===== config.mk =====
export PLATFORM = sky130hd
export DESIGN_NAME = graph_reachability_path_top
export DESIGN_NICKNAME = d
export VERILOG_FILES = /design/src/hdl/grp_pkg.sv /design/src/hdl/grp_ram.sv /design/src/hdl/grp_datapath.sv /design/src/hdl/grp_ctrl.sv /design/src/hdl/graph_reachability_path_top.sv
export SDC_FILE = /design/constraint.sdc
export NUM_CORES = 2
export LEC_CHECK = 0
export CORE_MARGIN = 5
export CORE_UTILIZATION = 45
export DETAILED_ROUTE_END_ITERATION = 8
export DONT_BUFFER_PORTS = 1
export GPL_TIMING_DRIVEN = 0
export PLACE_DENSITY = 0.64
export SYNTH_ARGS = -nofsm -noshare
export SYNTH_HDL_FRONTEND = slang
export SYNTH_HIERARCHICAL = 1
export SYNTH_SLANG_ARGS = --single-unit

===== constraint.sdc =====
create_clock -name clk_i -period 10.3 [get_ports clk_i]
set_clock_uncertainty 0.2 [all_clocks]
set_input_delay 0 -clock clk_i [delete_from_list [all_inputs] [get_ports clk_i]]
set_output_delay 0 -clock clk_i [all_outputs]
set_load 0.05 [all_outputs]

===== src/hdl/grp_pkg.sv =====
package grp_pkg;

  localparam int MaxNodes   = 32;
  localparam int MaxBorders = 64;
  localparam int EdgeSlots  = 2 * MaxBorders;
  localparam int NodeW      = $clog2(MaxNodes);
  localparam int CntW       = $clog2(MaxNodes + 1);
  localparam int EdgeW      = $clog2(EdgeSlots);
  localparam int ECntW      = $clog2(EdgeSlots + 1);
  localparam int IdW        = 16;

  typedef enum logic [1:0] {
    CMD_ADD_NODE = 2'd0,
    CMD_ADD_BORDER = 2'd1,
    CMD_QUERY = 2'd2,
    CMD_CLEAR = 2'd3
  } cmd_e;

  typedef enum logic [1:0] {
    KIND_PATH = 2'd0,
    KIND_VERDICT = 2'd1,
    KIND_ACK = 2'd2
  } kind_e;

  typedef enum logic [1:0] {
    ST_OK = 2'd0,
    ST_UNKNOWN = 2'd1,
    ST_SELF = 2'd2,
    ST_FULL = 2'd3
  } status_e;

  typedef enum logic [4:0] {
    S_IDLE,
    S_LOOKUP,       // scan node table from newest down
    S_LOOKUP_WAIT,
    S_DECIDE,
    S_LINK_A,
    S_LINK_B,
    S_DFS_RD,       // read top of stack, stop when empty
    S_DFS_EDGE,     // edge memory read issued
    S_DFS_STEP,     // decide on edge target
    S_DFS_PUSH,     // push unvisited neighbor
    S_EMIT_TGT,
    S_EMIT_RD,
    S_EMIT_ID,
    S_EMIT_NODE,
    S_VERDICT,
    S_ACK,
    S_CLEAR
  } state_e;

  // controller -> datapath
  typedef struct packed {
    logic             latch_in;
    logic             scan_start;
    logic             add_node;
    logic             link_a;
    logic             link_b;
    logic             dfs_start;
    logic             step_pop;
    logic             step_adv;
    logic             step_push;
    logic             emit_pop;
    logic             rd_id;
    logic             clear_all;
    logic             clear_visit;
  } ctrl_t;

  // datapath -> controller
  typedef struct packed {
    logic scan_done;
    logic found_a;
    logic found_b;
    logic same;
    logic node_full;
    logic edge_full;
    logic edge_valid;
    logic tgt_hit;
    logic tgt_skip;
    logic stack_empty;
  } stat_t;

endpackage


===== src/hdl/grp_ram.sv =====
module grp_ram #(
  parameter int Width = 8,
  parameter int Depth = 32
) (
  input  logic                     clk_i,
  input  logic                     we_i,
  input  logic [$clog2(Depth)-1:0] waddr_i,
  input  logic [Width-1:0]         wdata_i,
  input  logic [$clog2(Depth)-1:0] raddr_i,
  output logic [Width-1:0]         rdata_o
);
  logic [Width-1:0] mem_q [Depth];

  always_ff @(posedge clk_i) begin
    if (we_i) mem_q[waddr_i] <= wdata_i;
    rdata_o <= mem_q[raddr_i];
  end
endmodule


===== src/hdl/grp_datapath.sv =====
module grp_datapath (
  input  logic                       clk_i,
  input  logic                       rst_ni,
  input  logic [grp_pkg::IdW-1:0]    first_id_i,
  input  logic [grp_pkg::IdW-1:0]    second_id_i,
  input  grp_pkg::ctrl_t             ctrl_i,
  output grp_pkg::stat_t             stat_o,
  output logic [grp_pkg::IdW-1:0]    id_o
);
  import grp_pkg::*;

  logic [IdW-1:0]   a_q, b_q;
  logic [CntW-1:0]  node_count_q;
  logic [ECntW-1:0] edge_count_q;
  logic [CntW-1:0]  scan_q;        // entries still to look at
  logic [NodeW-1:0] na_q, nb_q;
  logic             fa_q, fb_q;
  logic             scan_busy_q;
  logic [NodeW-1:0] scan_idx_q;    // index whose read data arrives now
  logic             scan_vld_q;
  logic [MaxNodes-1:0] hvalid_q;   // adjacency head not null
  logic [EdgeW-1:0] head_q [MaxNodes];
  logic [MaxNodes-1:0] visit_q;
  logic [CntW-1:0]  depth_q;
  logic [NodeW-1:0] top_node;
  logic             top_vld;
  logic [EdgeW-1:0] top_edge;

  // node id memory
  logic             id_we;
  logic [NodeW-1:0] id_waddr, id_raddr;
  logic [IdW-1:0]   id_rdata;
  // edge memories
  logic             e_we;
  logic [EdgeW-1:0] e_waddr;
  logic [NodeW-1:0] e_wtgt;
  logic             e_wnv;
  logic [EdgeW-1:0] e_wnext;
  logic [NodeW-1:0] e_rtgt;
  logic             e_rnv;
  logic [EdgeW-1:0] e_rnext;
  // stack memory: node, edge valid, edge
  logic             s_we;
  logic [NodeW-1:0] s_waddr, s_raddr;
  logic [NodeW+EdgeW:0] s_wdata, s_rdata;

  grp_ram #(.Width(IdW), .Depth(MaxNodes)) u_ids (
    .clk_i, .we_i(id_we), .waddr_i(id_waddr), .wdata_i(a_q),
    .raddr_i(id_raddr), .rdata_o(id_rdata));

  grp_ram #(.Width(NodeW + EdgeW + 1), .Depth(EdgeSlots)) u_edges (
    .clk_i, .we_i(e_we), .waddr_i(e_waddr), .wdata_i({e_wtgt, e_wnv, e_wnext}),
    .raddr_i(top_edge), .rdata_o({e_rtgt, e_rnv, e_rnext}));

  grp_ram #(.Width(NodeW + EdgeW + 1), .Depth(MaxNodes)) u_stack (
    .clk_i, .we_i(s_we), .waddr_i(s_waddr), .wdata_i(s_wdata),
    .raddr_i(s_raddr), .rdata_o(s_rdata));

  assign id_we    = ctrl_i.add_node && (node_count_q < CntW'(MaxNodes));
  assign id_waddr = node_count_q[NodeW-1:0];
  assign id_o     = id_rdata;

  // id read address: node to report, scan index, else the target
  logic [NodeW-1:0] scan_next;
  assign scan_next = NodeW'(scan_q - CntW'(1));
  always_comb begin
    if (ctrl_i.rd_id) id_raddr = s_rdata[NodeW+EdgeW:EdgeW+1];
    else if (scan_busy_q) id_raddr = scan_next;
    else id_raddr = nb_q;
  end

  // edge writes
  always_comb begin
    e_we = ctrl_i.link_a || ctrl_i.link_b;
    e_waddr = edge_count_q[EdgeW-1:0];
    e_wtgt  = ctrl_i.link_a ? nb_q : na_q;
    e_wnv   = ctrl_i.link_a ? hvalid_q[na_q] : hvalid_q[nb_q];
    e_wnext = ctrl_i.link_a ? head_q[na_q] : head_q[nb_q];
  end

  // top of stack decode (read data valid cycle after the address)
  assign top_node = s_rdata[NodeW+EdgeW:EdgeW+1];
  assign top_vld  = s_rdata[EdgeW];
  assign top_edge = s_rdata[EdgeW-1:0];

  // stack
  logic [NodeW-1:0] top_idx;
  assign top_idx = NodeW'(depth_q - CntW'(1));
  always_comb begin
    s_we = 1'b0;
    s_waddr = top_idx;
    s_wdata = {top_node, e_rnv, e_rnext};
    if (ctrl_i.dfs_start) begin
      s_we = 1'b1; s_waddr = '0;
      s_wdata = {na_q, hvalid_q[na_q], head_q[na_q]};
    end else if (ctrl_i.step_adv) begin
      s_we = 1'b1;
    end else if (ctrl_i.step_push) begin
      s_we = 1'b1; s_waddr = depth_q[NodeW-1:0];
      s_wdata = {e_rtgt, hvalid_q[e_rtgt], head_q[e_rtgt]};
    end
    // while reporting, keep reading the entry just popped
    s_raddr = ctrl_i.rd_id ? depth_q[NodeW-1:0] : top_idx;
  end

  always_ff @(posedge clk_i) begin
    if (ctrl_i.latch_in) begin
      a_q <= first_id_i;
      b_q <= second_id_i;
    end
    if (ctrl_i.link_a) head_q[na_q] <= edge_count_q[EdgeW-1:0];
    if (ctrl_i.link_b) head_q[nb_q] <= edge_count_q[EdgeW-1:0];
  end

  always_ff @(posedge clk_i or negedge rst_ni) begin
    if (!rst_ni) begin
      node_count_q <= '0;
      edge_count_q <= '0;
      hvalid_q     <= '0;
      visit_q      <= '0;
      depth_q      <= '0;
      scan_q       <= '0;
      scan_busy_q  <= 1'b0;
      scan_vld_q   <= 1'b0;
      scan_idx_q   <= '0;
      fa_q <= 1'b0; fb_q <= 1'b0;
      na_q <= '0;   nb_q <= '0;
    end else begin
      if (ctrl_i.clear_all) begin
        node_count_q <= '0;
        edge_count_q <= '0;
        hvalid_q     <= '0;
        visit_q      <= '0;
        depth_q      <= '0;
      end
      if (id_we) begin
        node_count_q <= node_count_q + CntW'(1);
        hvalid_q[node_count_q[NodeW-1:0]] <= 1'b0;
      end
      if (ctrl_i.link_a) hvalid_q[na_q] <= 1'b1;
      if (ctrl_i.link_b) hvalid_q[nb_q] <= 1'b1;
      if (e_we) edge_count_q <= edge_count_q + ECntW'(1);
      // newest-first lookup, one entry per cycle
      if (ctrl_i.scan_start) begin
        scan_q <= node_count_q;
        scan_busy_q <= node_count_q != '0;
        scan_vld_q <= 1'b0;
        fa_q <= 1'b0; fb_q <= 1'b0;
      end else begin
        scan_vld_q <= scan_busy_q;
        scan_idx_q <= scan_next;
        if (scan_busy_q) begin
          scan_q <= scan_q - CntW'(1);
          if (scan_q == CntW'(1)) scan_busy_q <= 1'b0;
        end
        if (scan_vld_q) begin
          if (!fa_q && id_rdata == a_q) begin fa_q <= 1'b1; na_q <= scan_idx_q; end
          if (!fb_q && id_rdata == b_q) begin fb_q <= 1'b1; nb_q <= scan_idx_q; end
        end
      end
      // search
      if (ctrl_i.dfs_start) begin
        visit_q[na_q] <= 1'b1;
        depth_q <= CntW'(1);
      end
      if (ctrl_i.step_pop) depth_q <= depth_q - CntW'(1);
      if (ctrl_i.step_push) begin
        visit_q[e_rtgt] <= 1'b1;
        depth_q <= depth_q + CntW'(1);
      end
      if (ctrl_i.emit_pop) depth_q <= depth_q - CntW'(1);
      if (ctrl_i.clear_visit) begin
        visit_q <= '0;
        depth_q <= '0;
      end
    end
  end

  always_comb begin
    stat_o.scan_done   = !scan_busy_q && !scan_vld_q;
    stat_o.found_a     = fa_q;
    stat_o.found_b     = fb_q;
    stat_o.same        = na_q == nb_q;
    stat_o.node_full   = node_count_q >= CntW'(MaxNodes);
    stat_o.edge_full   = (edge_count_q + ECntW'(2)) > ECntW'(EdgeSlots);
    stat_o.edge_valid  = top_vld && ({1'b0, top_edge} < edge_count_q);
    stat_o.tgt_hit     = e_rtgt == nb_q;
    stat_o.tgt_skip    = visit_q[e_rtgt] || (depth_q >= CntW'(MaxNodes));
    stat_o.stack_empty = depth_q == '0;
  end
endmodule


===== src/hdl/grp_ctrl.sv =====
module grp_ctrl (
  input  logic               clk_i,
  input  logic               rst_ni,
  input  logic               in_fire_i,
  input  logic [1:0]         cmd_i,
  input  grp_pkg::stat_t     stat_i,
  input  logic               out_free_i,
  output grp_pkg::ctrl_t     ctrl_o,
  output logic               busy_o,
  output logic               res_valid_o,
  output grp_pkg::kind_e     res_kind_o,
  output logic               res_reach_o,
  output grp_pkg::status_e   res_status_o,
  output logic               res_last_o
);
  import grp_pkg::*;

  state_e state_q, state_d;
  cmd_e   cmd_q;
  status_e st_q, st_d;
  logic   found_q, found_d;

  always_ff @(posedge clk_i or negedge rst_ni) begin
    if (!rst_ni) begin
      state_q <= S_IDLE;
      cmd_q   <= CMD_ADD_NODE;
      st_q    <= ST_OK;
      found_q <= 1'b0;
    end else begin
      state_q <= state_d;
      st_q    <= st_d;
      found_q <= found_d;
      if (in_fire_i) cmd_q <= cmd_e'(cmd_i);
    end
  end

  always_comb begin
    state_d = state_q;
    st_d = st_q;
    found_d = found_q;
    case (state_q)
      S_IDLE: if (in_fire_i) begin
        st_d = ST_OK;
        found_d = 1'b0;
        case (cmd_e'(cmd_i))
          CMD_ADD_NODE:  state_d = S_ACK;
          CMD_CLEAR:     state_d = S_CLEAR;
          default:       state_d = S_LOOKUP;
        endcase
      end
      S_LOOKUP: state_d = S_LOOKUP_WAIT;
      S_LOOKUP_WAIT: if (stat_i.scan_done) state_d = S_DECIDE;
      S_DECIDE: begin
        if (!stat_i.found_a || !stat_i.found_b) begin
          st_d = ST_UNKNOWN;
          state_d = (cmd_q == CMD_QUERY) ? S_VERDICT : S_ACK;
        end else if (cmd_q == CMD_QUERY) begin
          if (stat_i.same) begin
            found_d = 1'b1;
            state_d = S_EMIT_TGT;
          end else state_d = S_DFS_RD;
        end else if (stat_i.same) begin
          st_d = ST_SELF; state_d = S_ACK;
        end else if (stat_i.edge_full) begin
          st_d = ST_FULL; state_d = S_ACK;
        end else state_d = S_LINK_A;
      end
      S_LINK_A: state_d = S_LINK_B;
      S_LINK_B: state_d = S_ACK;
      S_DFS_RD: state_d = stat_i.stack_empty ? S_VERDICT : S_DFS_EDGE;
      S_DFS_EDGE: state_d = stat_i.edge_valid ? S_DFS_STEP : S_DFS_RD;
      S_DFS_STEP: begin
        if (stat_i.tgt_hit) begin
          found_d = 1'b1;
          state_d = S_EMIT_TGT;
        end else if (stat_i.tgt_skip) state_d = S_DFS_RD;
        else state_d = S_DFS_PUSH;
      end
      S_DFS_PUSH: state_d = S_DFS_RD;
      S_EMIT_TGT: if (out_free_i) state_d = stat_i.stack_empty ? S_VERDICT : S_EMIT_RD;
      S_EMIT_RD: state_d = S_EMIT_ID;
      S_EMIT_ID: state_d = S_EMIT_NODE;
      S_EMIT_NODE: if (out_free_i) state_d = stat_i.stack_empty ? S_VERDICT : S_EMIT_RD;
      S_VERDICT: if (out_free_i) state_d = S_IDLE;
      S_ACK: if (out_free_i) state_d = S_IDLE;
      S_CLEAR: state_d = S_ACK;
      default: state_d = S_IDLE;
    endcase
  end

  always_comb begin
    ctrl_o = '0;
    busy_o = state_q != S_IDLE;
    res_valid_o = 1'b0;
    res_kind_o = KIND_ACK;
    res_reach_o = 1'b0;
    res_status_o = st_q;
    res_last_o = 1'b0;
    case (state_q)
      S_IDLE: ctrl_o.latch_in = in_fire_i;
      S_LOOKUP: ctrl_o.scan_start = 1'b1;
      S_LINK_A: ctrl_o.link_a = 1'b1;
      S_LINK_B: ctrl_o.link_b = 1'b1;
      S_DECIDE: ctrl_o.dfs_start = (cmd_q == CMD_QUERY) && stat_i.found_a &&
                                   stat_i.found_b && !stat_i.same;
      S_DFS_EDGE: ctrl_o.step_pop = !stat_i.edge_valid;
      S_DFS_STEP: ctrl_o.step_adv = 1'b1;
      S_DFS_PUSH: ctrl_o.step_push = 1'b1;
      S_EMIT_TGT: begin
        res_valid_o = 1'b1;
        res_kind_o = KIND_PATH;
        res_status_o = ST_OK;
      end
      S_EMIT_RD: ctrl_o.emit_pop = 1'b1;
      S_EMIT_ID: ctrl_o.rd_id = 1'b1;
      S_EMIT_NODE: begin
        ctrl_o.rd_id = 1'b1;
        res_valid_o = 1'b1;
        res_kind_o = KIND_PATH;
        res_status_o = ST_OK;
      end
      S_VERDICT: begin
        res_valid_o = 1'b1;
        res_kind_o = KIND_VERDICT;
        res_reach_o = found_q;
        res_last_o = 1'b1;
        ctrl_o.clear_visit = out_free_i;
      end
      S_ACK: begin
        res_valid_o = 1'b1;
        res_last_o = 1'b1;
        ctrl_o.add_node = out_free_i && (cmd_q == CMD_ADD_NODE) && (st_q == ST_OK);
      end
      S_CLEAR: ctrl_o.clear_all = 1'b1;
      default: ;
    endcase
    if (state_q == S_ACK && cmd_q == CMD_ADD_NODE && stat_i.node_full)
      res_status_o = ST_FULL;
  end
endmodule


===== src/hdl/graph_reachability_path_top.sv =====
// Command flow: add node goes straight to its acknowledge; clear resets the tables first;
// add border and an unknown-node query scan the node table before their result.
// Query search after the lookup pops, reads edge entries and pushes unvisited neighbours;
// then the target, each further path node and the verdict are emitted.
// Throughput: one command at a time, next accepted the cycle after the final result
// is loaded. Reset (rst_ni low, asynchronous): empty graph, no borders, idle.
module graph_reachability_path_top (
  input  logic        clk_i,
  input  logic        rst_ni,
  input  logic        s_axis_tvalid,
  output logic        s_axis_tready,
  input  logic [31:0] s_axis_tdata,  // first_id[15:0], second_id[31:16]
  input  logic [1:0]  s_axis_tuser,  // cmd[1:0]
  output logic        m_axis_tvalid,
  input  logic        m_axis_tready,
  output logic [23:0] m_axis_tdata,  // node_id[15:0], reachable[16], status[18:17]
  output logic [1:0]  m_axis_tuser,  // kind[1:0]
  output logic        m_axis_tlast
);
  import grp_pkg::*;

  ctrl_t   ctrl;
  stat_t   stat;
  logic    busy, res_valid, res_reach, res_last, in_fire;
  kind_e   res_kind;
  status_e res_status;
  logic [IdW-1:0] dp_id;

  // output register
  logic        ov_q;
  logic [23:0] od_q;
  kind_e       okind_q;
  logic        ol_q;
  logic        out_free;

  assign s_axis_tready = !busy;
  assign in_fire = s_axis_tvalid && s_axis_tready;
  assign out_free = !ov_q || m_axis_tready;

  grp_datapath u_dp (
    .clk_i, .rst_ni,
    .first_id_i(s_axis_tdata[15:0]), .second_id_i(s_axis_tdata[31:16]),
    .ctrl_i(ctrl), .stat_o(stat), .id_o(dp_id));

  grp_ctrl u_ctrl (
    .clk_i, .rst_ni, .in_fire_i(in_fire), .cmd_i(s_axis_tuser),
    .stat_i(stat), .out_free_i(out_free), .ctrl_o(ctrl), .busy_o(busy),
    .res_valid_o(res_valid), .res_kind_o(res_kind), .res_reach_o(res_reach),
    .res_status_o(res_status), .res_last_o(res_last));

  always_ff @(posedge clk_i or negedge rst_ni) begin
    if (!rst_ni) ov_q <= 1'b0;
    else if (out_free) ov_q <= res_valid;
  end

  always_ff @(posedge clk_i) begin
    if (out_free && res_valid) begin
      od_q <= {5'b00000, res_status, res_reach,
               (res_kind == KIND_PATH) ? dp_id : 16'h0000};
      okind_q <= res_kind;
      ol_q <= res_last;
    end
  end

  assign m_axis_tvalid = ov_q;
  assign m_axis_tdata  = od_q;
  assign m_axis_tuser  = okind_q;
  assign m_axis_tlast  = ol_q;
endmodule


== Yosys cells after proc, flatten, opt, wreduce, memory -nomap -nowiden ==
Memories as Yosys holds them, arrays and structs flattened. A register that Yosys moved wholly into a read port is not among the register bits.
Index checks and enable logic that the tools add are counted.
Cells by class
  shifts and indexed selects: 0
  reduce and logical (&&, ||, !) cells: 60
  $mul: 0
  $add $sub $neg: 6
  div/mod/pow operators: 0
  bitwise logic cells: 7
  muxes and demuxes: 119
  $lt $le $gt $ge: 13
  equality and inequality tests: 33
Operator list (number)
  2-to-1 mux 32 bit: 8
  OR 32 bit: 4
  2-to-1 mux 5 bit: 16
  one-hot mux 5 bit (14 select lines): 1
  2-to-1 mux 1 bit: 54
  2-to-1 mux 6 bit: 9
  == test 5 x 4 -> 1 bit, second input constant: 8
  2-to-1 mux 13 bit: 3
  bitwise AND 32 bit: 1
  == test 16 bit: 2
  inverter 32 bit: 1
  less-than comparator 5 x 6 -> 1 bit, second input constant: 4
  binary-select mux 1 bit (select 5 bit): 4
  demux 1 bit (select 5 bit): 4
  == test 5 x 3 -> 1 bit, second input constant: 4
  >= comparator 5 x 1 -> 1 bit, second input constant: 4
  2-to-1 mux 4 bit: 5
  logical AND 1 bit: 18
  2-to-1 mux 8 bit: 2
  2-to-1 mux 7 bit: 2
  nonzero test 2 bit: 7
  adder 6 x 1 -> 6 bit, second input constant: 2
  >= comparator 6 bit, second input constant: 2
  2-to-1 mux 2 bit: 6
  36 further kinds: 67
Word-level totals
  memory bits (read-only): 0
  bits in latches: 0
  RAM bits: 2816
  memories: 4
  bits of input ports: 38
  flip-flop bits (word level): 174
Memories
  u_dp.u_edges.mem_q: depth 128, bits a word 13, read ports 1, clocked after Yosys merged registers in 1, wr ports 1, line grp_ram.sv:12  | logic [Width-1:0] mem_q [Depth];
  u_dp.u_ids.mem_q: depth 32, bits a word 16, read ports 1, clocked after Yosys merged registers in 1, wr ports 1, line grp_ram.sv:12
  u_dp.u_stack.mem_q: depth 32, bits a word 13, read ports 1, clocked after Yosys merged registers in 1, wr ports 1, line grp_ram.sv:12
  u_dp.head_q: depth 32, bits a word 7, read ports 3, clocked after Yosys merged registers in 0, wr ports 1, line grp_datapath.sv:22  | logic [EdgeW-1:0] head_q [MaxNodes];

== Logic depth before layout (Yosys ltp) ==
  depth in word-level cells: 11
  mapped depth: 15

== By module ==
Netlist, hierarchy kept.
Modules (own cells, without submodules)
  grp_ram (u_dp.u_edges): cells each 2542, seq. area each 50228.2 µm², area each 63952.6 µm², instances 1
  grp_datapath: cells each 1613, seq. area each 10415.0 µm², area each 20990.1 µm², instances 1
  grp_ram (u_dp.u_ids): cells each 1143, seq. area each 15695.1 µm², area each 20535.9 µm², instances 1
  grp_ram (u_dp.u_stack): cells each 936, seq. area each 12752.2 µm², area each 16728.5 µm², instances 1
  grp_ctrl: cells each 144, seq. area each 250.2 µm², area each 1081.0 µm², instances 1
  graph_reachability_path_top: cells each 52, seq. area each 685.7 µm², area each 890.9 µm², instances 1

== Least setup slack after synthesis ==
Ideal clock, no wire load.
  kind: register to register
  from: register u_dp.nb_q[3]
  to: memory u_dp/u_edges/mem_q[0][5] (netlist name) (data pin)
  period minus slack after synthesis: 6.370 ns
  data arrival time: 5.216 ns
  cell stages (with the launch flop): 7
  setup time: 0.954 ns
  data required time: 9.146 ns
  setup slack: 3.930 ns
  cell sequence: dfrtp_1 clkbuf_1 clkbuf_1 buf_2 a21oi_1 a211o_1 a32oi_1
On the way
  word-level cells in the longest chain between the ends: 2
RTL lines
  start: declaration: line grp_datapath.sv:16  | logic [NodeW-1:0] na_q, nb_q;
  start signal: assignment: line grp_datapath.sv:127  | na_q <= '0; nb_q <= '0;
  start signal: assignment: line grp_datapath.sv:158  | if (!fb_q && id_rdata == b_q) begin fb_q <= 1'b1; nb_q <= scan_idx_q; end
  memory read (32 x 7 bit)
  2-to-1 mux 7 bit: line grp_datapath.sv:78  | e_wnext = ctrl_i.link_a ? head_q[na_q] : head_q[nb_q];
  net u_dp.e_wnext[5]: line grp_datapath.sv:38  | logic [EdgeW-1:0] e_wnext;
  end: declaration: line grp_ram.sv:12
The timed path passes the listed nets, and every way through them passes these cells.

==> results.tsv <==
stage	metric	value	unit
run_status	status	complete, but fails checks	
run_status	failed_checks	capacitance limit, slew limit	
sta	tightest_slew	1.57	ns
sta	setup_slack	2.87	ns
cts	clockRootBuffer	clkbuf_16	
finish	mostFrequentLayoutCells	2,870 x edfxtp_1, 699 x mux4_2, 562 x mux2i_1	
power_and_ir_drop	power_frac_clock	0.306	
logic_synthesis	synth_edf_count	2870	
power_and_ir_drop	combPwrFrac	0.295	
sta	max-slew-margin-rel	-0.0458	
route	wl_per_cell	31.6	um
critical_path	cp_max_fo	13	
sta	setup_viol	0	
floorplan	die_width	535	um
critical_path	crit_required	10.55	ns
route	highest_layer	met5	
sta	rsz0062_at_grt	no	
place	io_buffer_count	0	
route	dr_wl_met3	29.6	mm
cts	cts_made_buffers	323	
cts	clock_path_buffers	4	
power_and_ir_drop	internal-power	25.4	mW
sta	fin_crit	7.43	ns
finish	fill_cells	21400	
finish	area_delta_synth_final	15.0	%
route	vias	67300	
finish	layout.cells.most_common	edfxtp_1	
critical_path	cp-start-kind	flop	
floorplan	start_util	0.453	
critical_path	endpoint_kind	flop	
flow_run	drv_cap	4	
logic_synthesis	synthesis.area	124000	um^2
route	viasPerCell	6.18	
power_and_ir_drop	switchingPower	11.9	mW
logic_synthesis	ys_types	93	
logic_synthesis	synth_ff_type	edfxtp_1	
place	place_congestion	0.974	
grt	grt_overflow	0	
sta	period_share	0.722	
logic_synthesis	netlist_instances	6430	
logic_synthesis	async_reset_ff_frac	0.0396	
finish	final_nets	7002	
route	drtIter0Drc	8566	
finish	multiInputGateArea	32400	um^2
grt	grt_max_degree	121	
grt	antenna_found_initial	10	
power_and_ir_drop	power_density	261	nW/um^2
logic_synthesis	yosysSeqAreaShare	0.725	
route	first_pass_iters	6	
grt	grt_pass1_vias	66600	
power_and_ir_drop	power_leakage	47.9	nW
power_and_ir_drop	swShare	0.318	
sta	hold_viol	0	
cts	cts_tree	done	
floorplan	ios	67	
cts	clk_pin_slew	0.06	ns
route	wl_met2	163	mm
cts	clkLatencyLatePin	0.90	ns
place	place_ws	3.23	ns
grt	grt_first_pass_wirelength	488	mm
floorplan	row_count	192	
logic_synthesis	ys_ff_latch	3032	
finish	fin_util	0.521	
floorplan	die-area	287000	um^2
grt	track_usage	0.236	
sta	maxSlewViolCount	30	
power_and_ir_drop	vdd.ir_drop.worst	0.155	mV
cts	cts.sinks	3032	
route	antenna_left	0	
cts	post_cts_resized	0	
route	routed_wirelength	344	mm
floorplan	die_y	535	um
route	met1Wirelength	135	mm
sta	max_freq	0.135	GHz
logic_synthesis	avgSynthCellArea	19.3	um^2
finish	register_area	90000	um^2
hold_path	hold_class	input port to flop	
critical_path	critPathArrivalTime	7.68	ns
finish	drive_gt1_frac	0.232	
route	drc	0	
cts	cts_htree_levels	5	
place	hpwl	231	mm
logic_synthesis	synth_warnings	6	
critical_path	crit_type	flop to flop	
power_and_ir_drop	p_seq_frac	0.399	
floorplan	coreArea	274000	um^2
[cell usage after synthesis, types with 39 or more instances]
| cell | number | area share |
|---|---|---|
| edfxtp_1 | 2870 | 0.69 |
| mux4_2 | 699 | 0.13 |
| mux2i_1 | 562 | 0.045 |
| nor2_1 | 269 | 0.0081 |
| clkbuf_1 | 196 | 0.0059 |
| nand2_1 | 194 | 0.0059 |
| a22oi_1 | 136 | 0.0082 |
| dfrtp_1 | 120 | 0.024 |
| a21oi_1 | 116 | 0.0047 |
| nand3_1 | 106 | 0.0043 |
| a22o_1 | 101 | 0.0071 |
| buf_2 | 96 | 0.0039 |
| o21ai_0 | 71 | 0.0029 |
| o22ai_1 | 70 | 0.0035 |
| nor3_1 | 67 | 0.0027 |
| buf_4 | 46 | 0.0028 |
| nand4_1 | 45 | 0.0023 |
| dfxtp_1 | 42 | 0.0068 |
| a31oi_1 | 39 | 0.0020 |
[critical path: stages (launching register included)]
cell and delay (ns):
dfrtp_1 0.42, buf_2 0.20, buf_1 0.25, nor3_1 1.03, inv_2 0.28, nor2_1 0.44, clkbuf_1 0.88, clkbuf_1 0.68
o21ai_0 0.20, a21oi_1 0.97, nand3b_1 0.33, nor2_1 1.08
[power groups by stage]
stage	Sequential, mW	Clock (mW)	Combinational (mW)
finish	14.9	11.4	11.0
global route	14.9	12.2	11.5
CTS	14.9	11.6	11.0
detailed placement	15.1	0	10.9
global placement	15.5	0	10.3
floorplan	15.1	0	6.59
[per-layer routing]
metal  vias to the layer above  track usage
met3                       722       0.0438
met4                         4       0.0950
met1                     35500        0.324
met5                         -      0.00316
li1                      27600            -
met2                      3450        0.374
[area by class of cell]
| class | count | share of cell area |
|---|---|---|
| Multi-Input combinational cell | 2954 | 0.227 |
| Sequential cell | 3032 | 0.631 |
| Inverter | 37 | 0.000973 |
| Clock buffer | 397 | 0.0600 |
| Antenna cell | 8 | 0.000140 |
| Timing Repair Buffer | 187 | 0.0201 |
| Tap cell | 3686 | 0.0323 |
| Clock inverter | 176 | 0.0126 |
| Buffer | 411 | 0.0164 |
[path summary, 6_finish.rpt]
check,start,end,slack (ns),depth (start not counted)
setup / recovery,u_ctrl/state_q[4],u_dp/u_stack/mem_q[25][6],2.87,11
hold / removal,s_axis_tdata[30],u_dp/b_q[14],0.08,2
setup reg to reg,u_ctrl/state_q[4],u_dp/u_stack/mem_q[25][6],2.87,11
hold reg to reg,u_ctrl/found_q,u_ctrl/found_q,0.32,2
max in group asynchronous,rst_ni,u_dp/edge_count_q[1],9.10,4
min in group asynchronous,rst_ni,u_ctrl/state_q[4],0.20,4
[per-stage QoR]
stage | cells | hold slack, ns | instance area [um^2] | total power [mW] | TNS (ns)
after floorplan | 6434 | -0.496 | 124000 | 21.7 | 0
after global placement | 10100 | -0.487 | 129000 | 25.7 | -2324.21
after detailed placement | 10200 | -0.487 | 131000 | 26.0 | 0
final | 10900 | 0.0780 | 143000 | 37.3 | 0
after global routing | 10900 | 0.0618 | 143000 | 38.6 | 0
after CTS | 10900 | 0.00526 | 142000 | 37.5 | 0
[state kept, by name, indices dropped and copies added, names as in the netlist, 6 cells and up]
name and cells:
u_dp/node_count_q 6, u_dp/head_q 224, u_dp/u_edges/rdata_o 13, u_dp/b_q 16, u_dp/depth_q 6, u_dp/u_edges/mem_q 1664, u_dp/u_ids/rdata_o 16, u_dp/hvalid_q 32
u_dp/scan_q 6, u_dp/u_stack/mem_q 416, u_dp/u_ids/mem_q 512, u_dp/visit_q 32, u_dp/a_q 16, m_axis_tdata 19, u_dp/u_stack/rdata_o 13, u_dp/edge_count_q 8
[cells by family (layout without fill, tap and decap cells)]
group	Yosys count	count (layout)	synth area share
AOI/OAI and AO/OA	676	676	0.0377
xor gates and xnor gates	64	64	0.00451
adders and majority gates	18	18	0.00181
buffers and inverters	448	1208	0.0200
DFF	3032	3032	0.725
muxes	1300	1300	0.176
other	1	13	0.0000302
and+or+nand+nor	891	891	0.0353
[timing repair]
item | CTS | global route
hold buffers | 78 | 0
endpoints found under the hold margin | 236 | 0
buffers inserted | 0 | 0
No activity file was read; power rests on OpenSTA's default activity.
